File: config.mk
export PLATFORM = sky130hd
export DESIGN_NAME = hcbd_step
export DESIGN_NICKNAME = d
export VERILOG_FILES = /design/src/sv/hcbd_pkg.sv /design/src/sv/hcbd_step.sv
export SDC_FILE = /design/constraint.sdc
export NUM_CORES = 1
export LEC_CHECK = 0
export ABC_AREA = 1
export BUFFER_PORTS_ARGS = -buffer_cell sky130_fd_sc_hd__buf_2
export CORE_MARGIN = 2
export CORE_UTILIZATION = 45
export DETAILED_ROUTE_END_ITERATION = 6
export PLACE_DENSITY = 0.86
export SLEW_MARGIN = 20
export SYNTH_ARGS = -nofsm -noshare
export SYNTH_HDL_FRONTEND = slang
export SYNTH_SLANG_ARGS = --single-unit
File: constraint.sdc
create_clock -name vclk -period 2.5
set_input_delay 0.125 -clock vclk [all_inputs]
set_output_delay 0.125 -clock vclk [all_outputs]
set_load 0.01 [all_outputs]
File: src/sv/hcbd_pkg.sv
// hcbd_pkg: shared types, codes and helpers for the chunked body decoder.
// No dependencies; compile first.
`default_nettype none

package hcbd_pkg;

    // Width of the chunk size and body length counters
    localparam int COUNT_BITS = 32;
    // Width of the body_length result field
    localparam int LEN_BITS   = 32;

    localparam logic [7:0] CHAR_CR = 8'h0D;
    localparam logic [7:0] CHAR_LF = 8'h0A;

    // Configuration register indexes
    localparam logic CFG_TRAILERS = 1'b0;
    localparam logic CFG_MAX_BODY = 1'b1;

    localparam logic [31:0] MAX_BODY_RESET = 32'd1048576;

    typedef enum logic [3:0] {
        PH_SIZE    = 4'd0,
        PH_SIZE_LF = 4'd1,
        PH_DATA    = 4'd2,
        PH_DATA_CR = 4'd3,
        PH_DATA_LF = 4'd4,
        PH_TRAILER = 4'd5,
        PH_DONE    = 4'd6,
        PH_ERROR   = 4'd7
    } phase_t;

    typedef enum logic [1:0] {
        KIND_DATA = 2'd0,
        KIND_DONE = 2'd1,
        KIND_BAD  = 2'd2,
        KIND_BIG  = 2'd3
    } kind_t;

    // CR LF CR LF progress in the trailer section
    localparam logic [1:0] TM_NONE   = 2'd0;
    localparam logic [1:0] TM_CR     = 2'd1;
    localparam logic [1:0] TM_CRLF   = 2'd2;
    localparam logic [1:0] TM_CRLFCR = 2'd3;

    typedef struct packed {
        phase_t                  phase;
        logic [COUNT_BITS-1:0]   chunk_rem;
        logic [COUNT_BITS-1:0]   body_count;
        logic                    hex_seen;
        logic [1:0]              term_match;
    } dec_state_t;

    typedef struct packed {
        logic                    valid;
        kind_t                   kind;
        logic [7:0]              out_byte;
        logic [LEN_BITS-1:0]     body_length;
    } dec_result_t;

    typedef struct packed {
        kind_t                   kind;
        logic [7:0]              out_byte;
        logic [LEN_BITS-1:0]     body_length;
    } out_word_t;

    typedef struct packed {
        logic                    valid;
        logic [3:0]              value;
    } hex_t;

    function automatic hex_t hex_decode(input logic [7:0] b);
        hex_t h;
        h.valid = 1'b1;
        h.value = 4'd0;
        if (b >= 8'h30 && b <= 8'h39)
        begin
            h.value = 4'(b - 8'h30);
        end
        else if (b >= 8'h61 && b <= 8'h66)
        begin
            h.value = 4'(b - 8'h57);
        end
        else if (b >= 8'h41 && b <= 8'h46)
        begin
            h.value = 4'(b - 8'h37);
        end
        else
        begin
            h.valid = 1'b0;
        end
        return h;
    endfunction

endpackage

`default_nettype wire

File: src/sv/hcbd_step.sv
// hcbd_step: per-byte next-state and result logic of the chunked decoder.
// Depends on hcbd_pkg.
`default_nettype none

module hcbd_step
    import hcbd_pkg::*;
(
    input  dec_state_t      cur,
    input  logic [7:0]      data_byte,
    input  logic            trailers_expected,
    input  logic [31:0]     max_body_bytes,
    output dec_state_t      nxt,
    output dec_result_t     res
);

    hex_t                  hex;
    logic [COUNT_BITS-1:0] count_inc;
    logic [COUNT_BITS-1:0] rem_dec;
    logic                  too_big;

    assign hex       = hex_decode(data_byte);
    assign count_inc = cur.body_count + COUNT_BITS'(1);
    assign rem_dec   = cur.chunk_rem - COUNT_BITS'(1);
    // limit compared at full width so any counter width works
    assign too_big   = (64'(max_body_bytes) <= 64'(cur.body_count))
                     || (&cur.body_count);

    always_comb
    begin
        nxt             = cur;
        res.valid       = 1'b0;
        res.kind        = KIND_DATA;
        res.out_byte    = 8'd0;
        res.body_length = LEN_BITS'(cur.body_count);

        case (cur.phase)
            PH_SIZE:
            begin
                if (data_byte == CHAR_CR)
                begin
                    if (!cur.hex_seen)
                    begin
                        nxt.phase = PH_ERROR;
                        res.valid = 1'b1;
                        res.kind  = KIND_BAD;
                    end
                    else
                    begin
                        nxt.phase = PH_SIZE_LF;
                    end
                end
                else if (!hex.valid || (cur.chunk_rem[COUNT_BITS-1 -: 4] != 4'd0))
                begin
                    // bad digit, or size would overflow the counter
                    nxt.phase = PH_ERROR;
                    res.valid = 1'b1;
                    res.kind  = KIND_BAD;
                end
                else
                begin
                    nxt.chunk_rem = {cur.chunk_rem[COUNT_BITS-5:0], hex.value};
                    nxt.hex_seen  = 1'b1;
                end
            end
            PH_SIZE_LF:
            begin
                if (data_byte != CHAR_LF)
                begin
                    nxt.phase = PH_ERROR;
                    res.valid = 1'b1;
                    res.kind  = KIND_BAD;
                end
                else
                begin
                    nxt.hex_seen = 1'b0;
                    if (cur.chunk_rem != '0)
                    begin
                        nxt.phase = PH_DATA;
                    end
                    else if (trailers_expected)
                    begin
                        nxt.term_match = TM_NONE;
                        nxt.phase      = PH_TRAILER;
                    end
                    else
                    begin
                        nxt.phase = PH_DONE;
                        res.valid = 1'b1;
                        res.kind  = KIND_DONE;
                    end
                end
            end
            PH_DATA:
            begin
                res.valid = 1'b1;
                if (too_big)
                begin
                    nxt.phase = PH_ERROR;
                    res.kind  = KIND_BIG;
                end
                else
                begin
                    nxt.body_count  = count_inc;
                    nxt.chunk_rem   = rem_dec;
                    res.out_byte    = data_byte;
                    res.body_length = LEN_BITS'(count_inc);
                    if (rem_dec == '0)
                    begin
                        nxt.phase = PH_DATA_CR;
                    end
                end
            end
            PH_DATA_CR:
            begin
                if (data_byte != CHAR_CR)
                begin
                    nxt.phase = PH_ERROR;
                    res.valid = 1'b1;
                    res.kind  = KIND_BAD;
                end
                else
                begin
                    nxt.phase = PH_DATA_LF;
                end
            end
            PH_DATA_LF:
            begin
                if (data_byte != CHAR_LF)
                begin
                    nxt.phase = PH_ERROR;
                    res.valid = 1'b1;
                    res.kind  = KIND_BAD;
                end
                else
                begin
                    nxt.phase     = PH_SIZE;
                    nxt.chunk_rem = '0;
                    nxt.hex_seen  = 1'b0;
                end
            end
            PH_TRAILER:
            begin
                if (data_byte == CHAR_CR)
                begin
                    nxt.term_match = (cur.term_match == TM_CRLF) ? TM_CRLFCR : TM_CR;
                end
                else if (data_byte == CHAR_LF)
                begin
                    if (cur.term_match == TM_CRLFCR)
                    begin
                        nxt.term_match = TM_NONE;
                        nxt.phase      = PH_DONE;
                        res.valid      = 1'b1;
                        res.kind       = KIND_DONE;
                    end
                    else
                    begin
                        nxt.term_match = (cur.term_match == TM_CR) ? TM_CRLF : TM_NONE;
                    end
                end
                else
                begin
                    nxt.term_match = TM_NONE;
                end
            end
            default:
            begin
                // done or error: input is swallowed until reset
            end
        endcase
    end

endmodule

`default_nettype wire

After elaboration in Yosys (flattened, before gate mapping)
Cells that the tools add are included.
{"block": "word_totals", "regBits": 0, "in_bits": 112, "output_inout_bits": 114}
{"block": "classes", "add_sub_neg": 5, "order_cmp": 7, "eq_ne": 12, "muxes": 54, "n_reduce_logical": 11}
{"cell": "2-to-1 mux 32 bit", "count": 4}
{"cell": "one-hot mux 32 bit (3 select lines)", "count": 1}
{"cell": "2-to-1 mux 40 bit", "count": 2}
{"cell": "2-to-1 mux 64 bit", "count": 1}
{"cell": "2-to-1 mux 4 bit", "count": 12}
{"cell": "2-to-1 mux 3 bit", "count": 14}
{"cell": "adder 32 x 1 -> 32 bit (second input constant)", "count": 1}
{"cell": "less-or-equal comparator 32 bit", "count": 1}
{"cell": "logical NOT 32 bit", "count": 1}
{"cell": "AND reduction 32 bit", "count": 1}
{"cell": "nonzero test 32 bit", "count": 1}
{"cell": "subtractor 32 x 1 -> 32 bit (second input constant)", "count": 1}
{"cell": "one-hot mux 4 bit (6 select lines)", "count": 1}
{"cell": "2-to-1 mux 2 bit", "count": 10}
{"cell": "one-hot mux 3 bit (6 select lines)", "count": 1}
{"cell": "equality test 8 x 4 -> 1 bit (second input constant)", "count": 2}
{"cell": ">= comparator 8 x 7 -> 1 bit (second input constant)", "count": 2}
{"cell": "less-or-equal comparator 8 x 7 -> 1 bit (second input constant)", "count": 2}
{"cell": "!= test 8 x 4 -> 1 bit (second input constant)", "count": 2}
{"cell": "equality test 4 x 2 -> 1 bit (second input constant)", "count": 2}
{"cell": "equality test 4 x 3 -> 1 bit (second input constant)", "count": 2}
{"cell": ">= comparator 8 x 6 -> 1 bit (second input constant)", "count": 1}
{"cell": "less-or-equal comparator 8 x 6 -> 1 bit (second input constant)", "count": 1}
{"cell": "subtractor 4 x 3 -> 4 bit (second input constant)", "count": 2}
{"cell": "other kinds (12)", "count": 21}

Longest topological paths before layout
Gate-level depths: netlist of the first run.
{"block": "logic_depth", "depth_word": 10, "mapped_depth": 20}

Least setup slack after synthesis of the first run
No wires, ideal clock.
{"block": "synth_path", "kind": "input to output", "startpoint": "input port cur[18] (netlist name)", "endpoint": "output port res[0] (netlist name)", "t_arrival_ps": 2026, "required_ps": 2375, "slack_ps": 349, "path_stages": 16, "path_cell_list": "inv_1 ha_1 nand2_1 inv_1 nand3_1 nor3_1 nand2_1 nand2_1 nand2_1 nand2_1 nand2_2 nor2_1 buf_2 buf_6 xor2_1 buf_4"}
{"item": "start: declaration", "line": "hcbd_step.sv:8", "rtl": "input dec_state_t cur,"}
{"item": "end: declaration", "line": "hcbd_step.sv:13", "rtl": "output dec_result_t res"}

==> results.sh, run 1 <==
export IMPL_timing_critical_path_max_delay_family="simple AND/OR/NAND/NOR gates"
export IMPL_crit_path_end_kind="output pin"
export IMPL_drt_vias_per_instance=5.211
export IMPL_drc=0
export IMPL_synthToLayoutAreaGrowth_pct=26.45
export IMPL_core_region_area_um2=10280
export IMPL_maxSlewHeadroom_pct=68.47
export IMPL_worst_slew_pin_slew_ps=468.7
export IMPL_globalplace_congestion=1.029
export IMPL_mappedNetlistNets=1139
export IMPL_final_seq_area_um2=0
export IMPL_fillerInstances=1107
export IMPL_timing_final_hold_violations=0
export IMPL_hpwl_um=14530
export IMPL_ys_warn_count=0
export IMPL_maximum_number_of_pins_on_one_net_before_global_route_repair=33
export IMPL_synth_cells=987
export IMPL_timing_critical_path_buf_inv=5
export IMPL_insertedDiodeCount=0
export IMPL_worst_hold_path_type="in2out"
export IMPL_critPathSlowestCell="sky130_fd_sc_hd__nor3_2"
export IMPL_most_common_cell_after_layout_fill_and_taps_aside="sky130_fd_sc_hd__nand2_1"
export IMPL_synth_seq_area_share_pct=0
export IMPL_worst_path_stages=17
export IMPL_max_stage_delay_ps=270
export IMPL_antenna_found_initial=0
export IMPL_critical_path_top_cell_by_count="sky130_fd_sc_hd__nand2_1"
export IMPL_whs_path_depth=2
export IMPL_drt_wl_total_um=17550
export IMPL_timing_worst_setup_path_type="in2out"
export IMPL_crit_required_ps=2380
export IMPL_io_pins=226
export IMPL_worstSetupStartpointType="input port"
export IMPL_post_synth_cell_area_avg_um2=4.817
export IMPL_die_y_um=106.8
export IMPL_final_clkbuf_count=0
export IMPL_drt_wirelength_per_cell_um=13.29
export IMPL_layout_nets=1338
export IMPL_post_route_cells_drive_above_1_share_pct=23.73
export IMPL_cellPowerDensity_nw_per_um2=147.5
export IMPL_setup_tns_final_ps=0
export IMPL_irDropWorstVdd_uv=75.10
export IMPL_iter_0_drt_violations=578
export IMPL_fin_worst_hold_slack_ps=485.8
export IMPL_flops_and_latches=0
export IMPL_grt_pass1_wl_um=27350
export IMPL_worstPathCellList="buf_2 -> ha_1 -> nand2_1 -> nor2_1 -> nand2_1 -> nor3_2 -> nand2_1 -> nand2_1 -> inv_2 -> nand2_4 -> nor2_4 -> buf_4 -> buf_4 -> nand2_1 -> nand2_1 -> nand2_1 -> buf_2"
export IMPL_layout_cells_most_common_list="sky130_fd_sc_hd__nand2_1 (394), sky130_fd_sc_hd__buf_2 (226), sky130_fd_sc_hd__inv_1 (133)"
export IMPL_std_cell_rows=37
export IMPL_numPortBuffers=226
export IMPL_global_route_usage_total_pct=28.52
export IMPL_final_max_slew_violation_count=0
export IMPL_final_setup_viol_count=0
export IMPL_global_route_overflow_total=0
export IMPL_fmaxAchievable_mhz=426.7
export IMPL_chipWidth_um=106.8
export IMPL_first_global_vias=5909
export IMPL_leakage_uw=0.003502
export IMPL_finalCritPeriodShare_pct=93.74
export IMPL_result_of_the_run="finished clean"
export IMPL_mappedNetlistArea_um2=4755
export IMPL_timing_max_cap_violations=0
export IMPL_critical_path_max_fanout=11
export IMPL_fin_crit_ps=2343
export IMPL_drt_antenna_violating_nets=0
export IMPL_first_pass_iters=5
export IMPL_critPathArrivalTime_ps=2220
export IMPL_floorplan_initialDensity_pct=46.26
export IMPL_synth_cell_types=36
export IMPL_floorplan_die_area_um2=11400
export IMPL_vias=6879
layer usage:
metal / track usage, % / part of all wire (%) / wire length [µm]
met5: 0 / 0 / 0
met4: 7.050 / 2.7 / 467
met3: 2.614 / 9.7 / 1702
met2: 50.23 / 47 / 8284
met1: 37.33 / 40 / 7093
Yosys cell counts, types with 6 or more instances:
cell type                 number  area share [%]
sky130_fd_sc_hd__nor2_1      129              10
sky130_fd_sc_hd__buf_4        34             5.4
sky130_fd_sc_hd__nand3_1      52             5.5
sky130_fd_sc_hd__buf_2         8            0.84
sky130_fd_sc_hd__xor2_1       25             4.6
sky130_fd_sc_hd__o21ai_1      24             2.5
sky130_fd_sc_hd__nand4_1      24             3.2
sky130_fd_sc_hd__inv_1       135              11
sky130_fd_sc_hd__nand2_1     397              31
sky130_fd_sc_hd__o21ai_0      18             1.9
sky130_fd_sc_hd__inv_2         8            0.63
sky130_fd_sc_hd__a21oi_1      23             2.4
sky130_fd_sc_hd__nor4_1        6            0.79
sky130_fd_sc_hd__ha_1         40              11
sky130_fd_sc_hd__buf_6         6             1.4
sky130_fd_sc_hd__nor3_1       21             2.2
metrics by stage:
| stage | utilization [%] | cells | total power, µW | area (µm²) | setup WS (ps) |
|---|---|---|---|---|---|
| 2_1_floorplan | - | 987 | 521.1 | 4755 | 348.8 |
| 3_3_place_gp | 56.93 | 1312 | 839.7 | 5851 | -60.79 |
| 3_5_place_dp | 56.93 | 1312 | 852.1 | 5851 | -99.18 |
| 4_1_cts | 56.98 | 1312 | 856.1 | 5856 | 9.760 |
| 5_1_grt | 58.50 | 1320 | 986.9 | 6012 | -5.546 |
| 6_report | 58.50 | 1320 | 886.5 | 6012 | 156.6 |
where the power goes:
part	switching [µW]	internal [µW]
registers	0	0
clock network	0	0
logic	544	343
total	544	343
cell families after synthesis:
logic type | Yosys count | synth area share (%)
adder cells (fa/ha/maj) | 40 | 10.53
AND/OR/NAND/NOR | 647 | 56.18
AO/OA/AOI/OAI | 74 | 8.448
buffers and inverters | 196 | 19.32
XOR/XNOR | 30 | 5.526
path summary, 6_finish.rpt:
| kind | start | end | slack (ps) |
|---|---|---|---|
| max | cur[3] | nxt[22] | 160 |
| min | cur[70] | nxt[70] | 490 |
layout make-up:
type / count / area [µm²] / area share (%)
well taps: 136 / 170.2 / 2.830
multi-input cells: 791 / 3897 / 64.83
inverters: 144 / 540.5 / 8.991
repair buffers: 249 / 1404 / 23.35
repair_timing:
| action | CTS | global route |
|---|---|---|
| resized for setup | 1 | 15 |
| hold buffers | 0 | 0 |
| gates cloned | 0 | 3 |
| pin swaps | 0 | 4 |
| endpoints found under the setup margin | 77 | 105 |
| buffers inserted | 0 | 5 |
(Power assumes the default switching activity.)
==> run 2, diff against run 1 <==
CORE_MARGIN = not set   (was 2)
==> run 2 against run 1 <==
Largest cell class unchanged; combinational power is 2% higher; critical path depth is 2 lower; total power is 1.9% higher; global-route usage is 1.1 points higher; first-iteration DRC count is 11% lower; largest power group unchanged; sequential share of layout area stayed put; final cell count is 0.45% higher; critical endpoint is now nxt[40].
==> results.sh, run 2 (synthesis results as in run 1) <==
export IMPL_iter_0_drt_violations=512
export IMPL_timing_final_hold_violations=0
export IMPL_numPortBuffers=226
export IMPL_fillerInstances=1070
export IMPL_first_global_vias=5976
export IMPL_drc=0
export IMPL_floorplan_initialDensity_pct=46.26
export IMPL_floorplan_die_area_um2=10980
export IMPL_critPathArrivalTime_ps=2240
export IMPL_multi_input_comb_area_um2=3955
export IMPL_chipWidth_um=104.8
export IMPL_final_clkbuf_count=0
export IMPL_fmaxAchievable_mhz=422.1
export IMPL_post_route_cells_drive_above_1_share_pct=24.64
export IMPL_fin_crit_ps=2369
export IMPL_critical_path_max_fanout=8
export IMPL_placed_cells=1317
export IMPL_finalCritPeriodShare_pct=94.76
export IMPL_synthToLayoutAreaGrowth_pct=29.50
export IMPL_drt_wirelength_per_cell_um=13.09
export IMPL_maxSlewHeadroom_pct=65.63
export IMPL_timing_max_cap_violations=0
export IMPL_vias=6832
export IMPL_leakage_uw=0.003549
export IMPL_die_y_um=104.8
export IMPL_drt_wl_total_um=17360
export IMPL_antenna_found_initial=1
export IMPL_first_pass_iters=7
export IMPL_core_region_area_um2=10280
export IMPL_cellPowerDensity_nw_per_um2=146.8
export IMPL_worstSetupStartpointType="input port"
export IMPL_maximum_number_of_pins_on_one_net_before_global_route_repair=31
export IMPL_drt_vias_per_instance=5.152
export IMPL_io_pins=226
export IMPL_finalNonFillerCells=1326
export IMPL_globalplace_congestion=0.9695
export IMPL_layout_nets=1343
export IMPL_global_route_usage_total_pct=29.63
export IMPL_layout_cells_most_common_list="sky130_fd_sc_hd__nand2_1 (393), sky130_fd_sc_hd__buf_2 (225), sky130_fd_sc_hd__inv_1 (134)"
export IMPL_global_route_overflow_total=0
export IMPL_worst_hold_path_type="in2out"
export IMPL_postCtsHoldBufs=0
export IMPL_timing_worst_setup_path_type="in2out"
export IMPL_crit_path_start="cur[10]"
export IMPL_final_seq_area_um2=0
export IMPL_hpwl_um=14470
export IMPL_drt_antenna_violating_nets=0
export IMPL_grt_pass1_wl_um=27370
export IMPL_placed_area_um2=5863
export IMPL_flops_and_latches=0
export IMPL_std_cell_rows=37
export IMPL_final_max_slew_violation_count=0
export IMPL_most_common_cell_after_layout_fill_and_taps_aside="sky130_fd_sc_hd__nand2_1"
export IMPL_crit_required_ps=2380
export IMPL_finish_instance_area_um2=6157
export IMPL_result_of_the_run="finished clean"
export IMPL_final_setup_viol_count=0
export IMPL_irDropWorstVdd_uv=77.23
export IMPL_crit_path_end_kind="output pin"
export IMPL_worst_slew_pin_slew_ps=511.7
export IMPL_crit_end="nxt[40]"
[run 2: cell types whose count changed in the layout (fill, tap and decap cells not counted), moves of 2 or more]
cell	delta
sky130_fd_sc_hd__nor2_2	+2
sky130_fd_sc_hd__buf_12	+2
sky130_fd_sc_hd__ha_4	+2
sky130_fd_sc_hd__nor2_1	-3
sky130_fd_sc_hd__ha_1	-2
sky130_fd_sc_hd__buf_4	+3
sky130_fd_sc_hd__inv_2	-2
[run 2: per-stage QoR]
step	hold slack, ps	total power [µW]	util [%]	worst slack [ps]	setup TNS (ps)
6_report	489.4	903.6	59.91	130.9	0
5_1_grt	509.5	997.8	59.91	-21.84	-42.99
4_1_cts	492.6	844.5	57.05	16.55	0
3_5_place_dp	492.3	840.4	57.05	32.22	0
3_3_place_gp	491.0	832.2	57.05	89.97	0
2_1_floorplan	337.1	521.1	-	348.8	0
[run 2: metal layers]
metal / share of wire, % / track usage (%) / vias to the layer above
met5: 0 / 0 / -
met2: 46 / 51.89 / 405
met4: 3.1 / 8.753 / 0
met3: 9.5 / 2.620 / 49
met1: 41 / 38.31 / 2910
li1: - / - / 3468
[run 2: final cells by class]
type,count,share of cell area [%]
multi-input combinational,791,64.23
timing repair buffer,254,24.14
inverter,144,8.819
tap,136,2.764
antenna,1,0.04064
[run 2: worst min-delay path by stage]
stage                             from      end  slack (ps)  cells after the start
after floorplan           data_byte[5]  res[37]         340                      2
after global routing           cur[70]  nxt[70]         510                      2
final                          cur[70]  nxt[70]         490                      2
after global placement         cur[70]  nxt[70]         490                      2
after CTS                      cur[70]  nxt[70]         490                      2
after detailed placement       cur[70]  nxt[70]         490                      2
[run 2: what timing repair did]
item | 4_1_cts | 5_1_grt
buffers inserted | 0 | 5
setup endpoints to repair | 0 | 105
resized for setup | 0 | 35
[run 2: power by group]
part | total [µW] | internal [µW] | switching (µW)
clock network | 0.0000535 | 0.0000535 | 0
registers | 0 | 0 | 0
logic | 904 | 354 | 549
[run 2: worst max-delay path, stage by stage]
cell and delay (ps):
sky130_fd_sc_hd__buf_2 110, sky130_fd_sc_hd__inv_1 70, sky130_fd_sc_hd__ha_1 300, sky130_fd_sc_hd__nand2_1 100
sky130_fd_sc_hd__nor4_2 390, sky130_fd_sc_hd__nand4_1 130, sky130_fd_sc_hd__nand2_1 90, sky130_fd_sc_hd__inv_2 40
sky130_fd_sc_hd__nand2_4 110, sky130_fd_sc_hd__nor2_4 80, sky130_fd_sc_hd__clkbuf_16 180, sky130_fd_sc_hd__clkbuf_16 160
sky130_fd_sc_hd__nand3_1 70, sky130_fd_sc_hd__nand3_1 120, sky130_fd_sc_hd__buf_2 160
==> run 3, diff against run 2 <==
CORE_UTILIZATION = 48   (was 45)
PLACE_DENSITY = 0.9   (was 0.86)
==> run 3 against run 2 <==
Combinational power grew 4.1%; critical path depth grew 2; first-iteration DRC count shrank 9.4%; non-clock buffer count grew 9; critical endpoint is now nxt[4]; worst setup slack lost 120 ps; via count grew 2.2%; utilization grew 6.4 points; die area shrank 6.1%.
==> results.sh, run 3 (synthesis results as in run 1) <==
export IMPL_global_route_overflow_total=0
export IMPL_gr_max_usage_layer="met2"
export IMPL_cellPowerDensity_nw_per_um2=150.5
export IMPL_timing_worst_setup_path_type="in2out"
export IMPL_io_pins=226
export IMPL_result_of_the_run="finished clean"
export IMPL_antenna_found_initial=0
export IMPL_global_route_usage_met3_pct=3.175
export IMPL_synthToLayoutAreaGrowth_pct=31.39
export IMPL_maxSlewHeadroom_pct=71.48
export IMPL_fmaxAchievable_mhz=401.9
export IMPL_die_y_um=101.5
export IMPL_final_max_slew_violation_count=0
export IMPL_worst_slew_pin_slew_ps=426.9
export IMPL_leakage_uw=0.003600
export IMPL_floorplan_die_area_um2=10310
export IMPL_final_clkbuf_count=0
export IMPL_post_route_cells_drive_above_1_share_pct=26.38
export IMPL_critPathArrivalTime_ps=2360
export IMPL_insertedDiodeCount=0
export IMPL_globalplace_congestion=0.9965
export IMPL_fillerInstances=913
export IMPL_postCtsHoldBufs=0
export IMPL_layout_cells_most_common_list="sky130_fd_sc_hd__nand2_1 (390), sky130_fd_sc_hd__buf_2 (226), sky130_fd_sc_hd__inv_1 (131)"
export IMPL_layout_nets=1352
export IMPL_drc=0
export IMPL_std_cell_rows=35
export IMPL_global_route_usage_total_pct=33.47
export IMPL_multi_input_comb_area_um2=4031
export IMPL_first_pass_iters=5
export IMPL_irDropWorstVdd_uv=72.51
export IMPL_drt_wl_total_um=17690
export IMPL_timing_max_cap_violations=0
export IMPL_final_seq_area_um2=0
export IMPL_timing_final_hold_violations=0
export IMPL_numPortBuffers=226
export IMPL_worst_hold_path_type="in2out"
export IMPL_drt_antenna_violating_nets=0
export IMPL_crit_required_ps=2380
export IMPL_vias=6980
export IMPL_met1_track_demand_over_resource_in_global_routing_pct=41.87
export IMPL_grt_util_met2_pct=59.41
export IMPL_final_setup_viol_count=0
export IMPL_finalNonFillerCells=1327
export IMPL_first_global_vias=6158
export IMPL_worstSetupStartpointType="input port"
export IMPL_drt_vias_per_instance=5.260
export IMPL_flops_and_latches=0
export IMPL_setup_tns_final_ps=0
export IMPL_placed_cells=1318
export IMPL_iter_0_drt_violations=464
export IMPL_maximum_number_of_pins_on_one_net_before_global_route_repair=32
export IMPL_critical_path_max_fanout=14
export IMPL_drt_wirelength_per_cell_um=13.33
export IMPL_chipWidth_um=101.5
export IMPL_fin_crit_ps=2488
export IMPL_core_region_area_um2=9415
export IMPL_grt_pass1_wl_um=28240
export IMPL_crit_path_end_kind="output pin"
export IMPL_most_common_cell_after_layout_fill_and_taps_aside="sky130_fd_sc_hd__nand2_1"
export IMPL_floorplan_initialDensity_pct=50.50
export IMPL_finalCritPeriodShare_pct=99.54
export IMPL_hpwl_um=14550
## run 3: cell types whose count changed in the layout (fill, tap and decap cells not counted), sizes merged
cell    before  now
diode        1    0
clkbuf       3    0
bufbuf       0    2
buf        251  261
## run 3: final timing paths
check | start | endpoint | slack, ps | cells after the start
max | cur[9] | nxt[4] | 10 | 17
min | cur[70] | nxt[70] | 470 | 2
## run 3: layout make-up
class / instances / share of cell area (%)
tap: 129 / 2.584
multi-input combinational: 791 / 64.53
timing repair buffer: 263 / 24.15
inverter: 144 / 8.732
## run 3: through the flow
stage | total power, µW | hold slack [ps] | cell area, µm² | setup WS (ps) | utilization (%)
finish | 940.5 | 474.9 | 6247 | 11.61 | 66.35
global route | 1043 | 484.4 | 6247 | -123.3 | 66.35
CTS | 870.2 | 477.1 | 6048 | 14.99 | 64.24
detailed placement | 849.3 | 476.4 | 5914 | -183.0 | 62.82
global placement | 836.4 | 475.9 | 5914 | -146.3 | 62.82
floorplan | 521.1 | 337.1 | 4755 | 348.8 | -
## run 3: worst max-delay path: stages
cell                        delay, ps
sky130_fd_sc_hd__buf_2            110
sky130_fd_sc_hd__inv_1             60
sky130_fd_sc_hd__ha_1             320
sky130_fd_sc_hd__nand2_2          110
sky130_fd_sc_hd__nor2_1            60
sky130_fd_sc_hd__nor3_1           230
sky130_fd_sc_hd__nand2_1           90
sky130_fd_sc_hd__nand2_1           80
sky130_fd_sc_hd__nand2_2           80
sky130_fd_sc_hd__nand2_1           80
sky130_fd_sc_hd__nand2_1           90
sky130_fd_sc_hd__nand2_4          130
sky130_fd_sc_hd__nor2_4            50
sky130_fd_sc_hd__buf_4            150
sky130_fd_sc_hd__bufbuf_16        280
sky130_fd_sc_hd__o21ai_1          150
sky130_fd_sc_hd__buf_2            160
## run 3: metal layers
layer  part of all wire, %  vias up
met2                    47      410
li1                      -     3487
met1                    40     3021
met3                   8.8       62
met5                     0        -
met4                   3.7        0
## run 3: where the power goes
part	leakage, µW	switching (µW)	total [µW]	internal, µW
sequential	0	0	0	0
combinational	0.00360	571	941	370
clock	0	0	0	0
## run 3: what timing repair did
| item | in CTS | in global routing |
|---|---|---|
| pin swaps | 3 | 10 |
| buffers inserted | 3 | 4 |
| cloned | 2 | 0 |
| endpoints found under the hold margin | 0 | 0 |
| resized for setup | 10 | 36 |
| endpoints found under the setup margin | 100 | 101 |
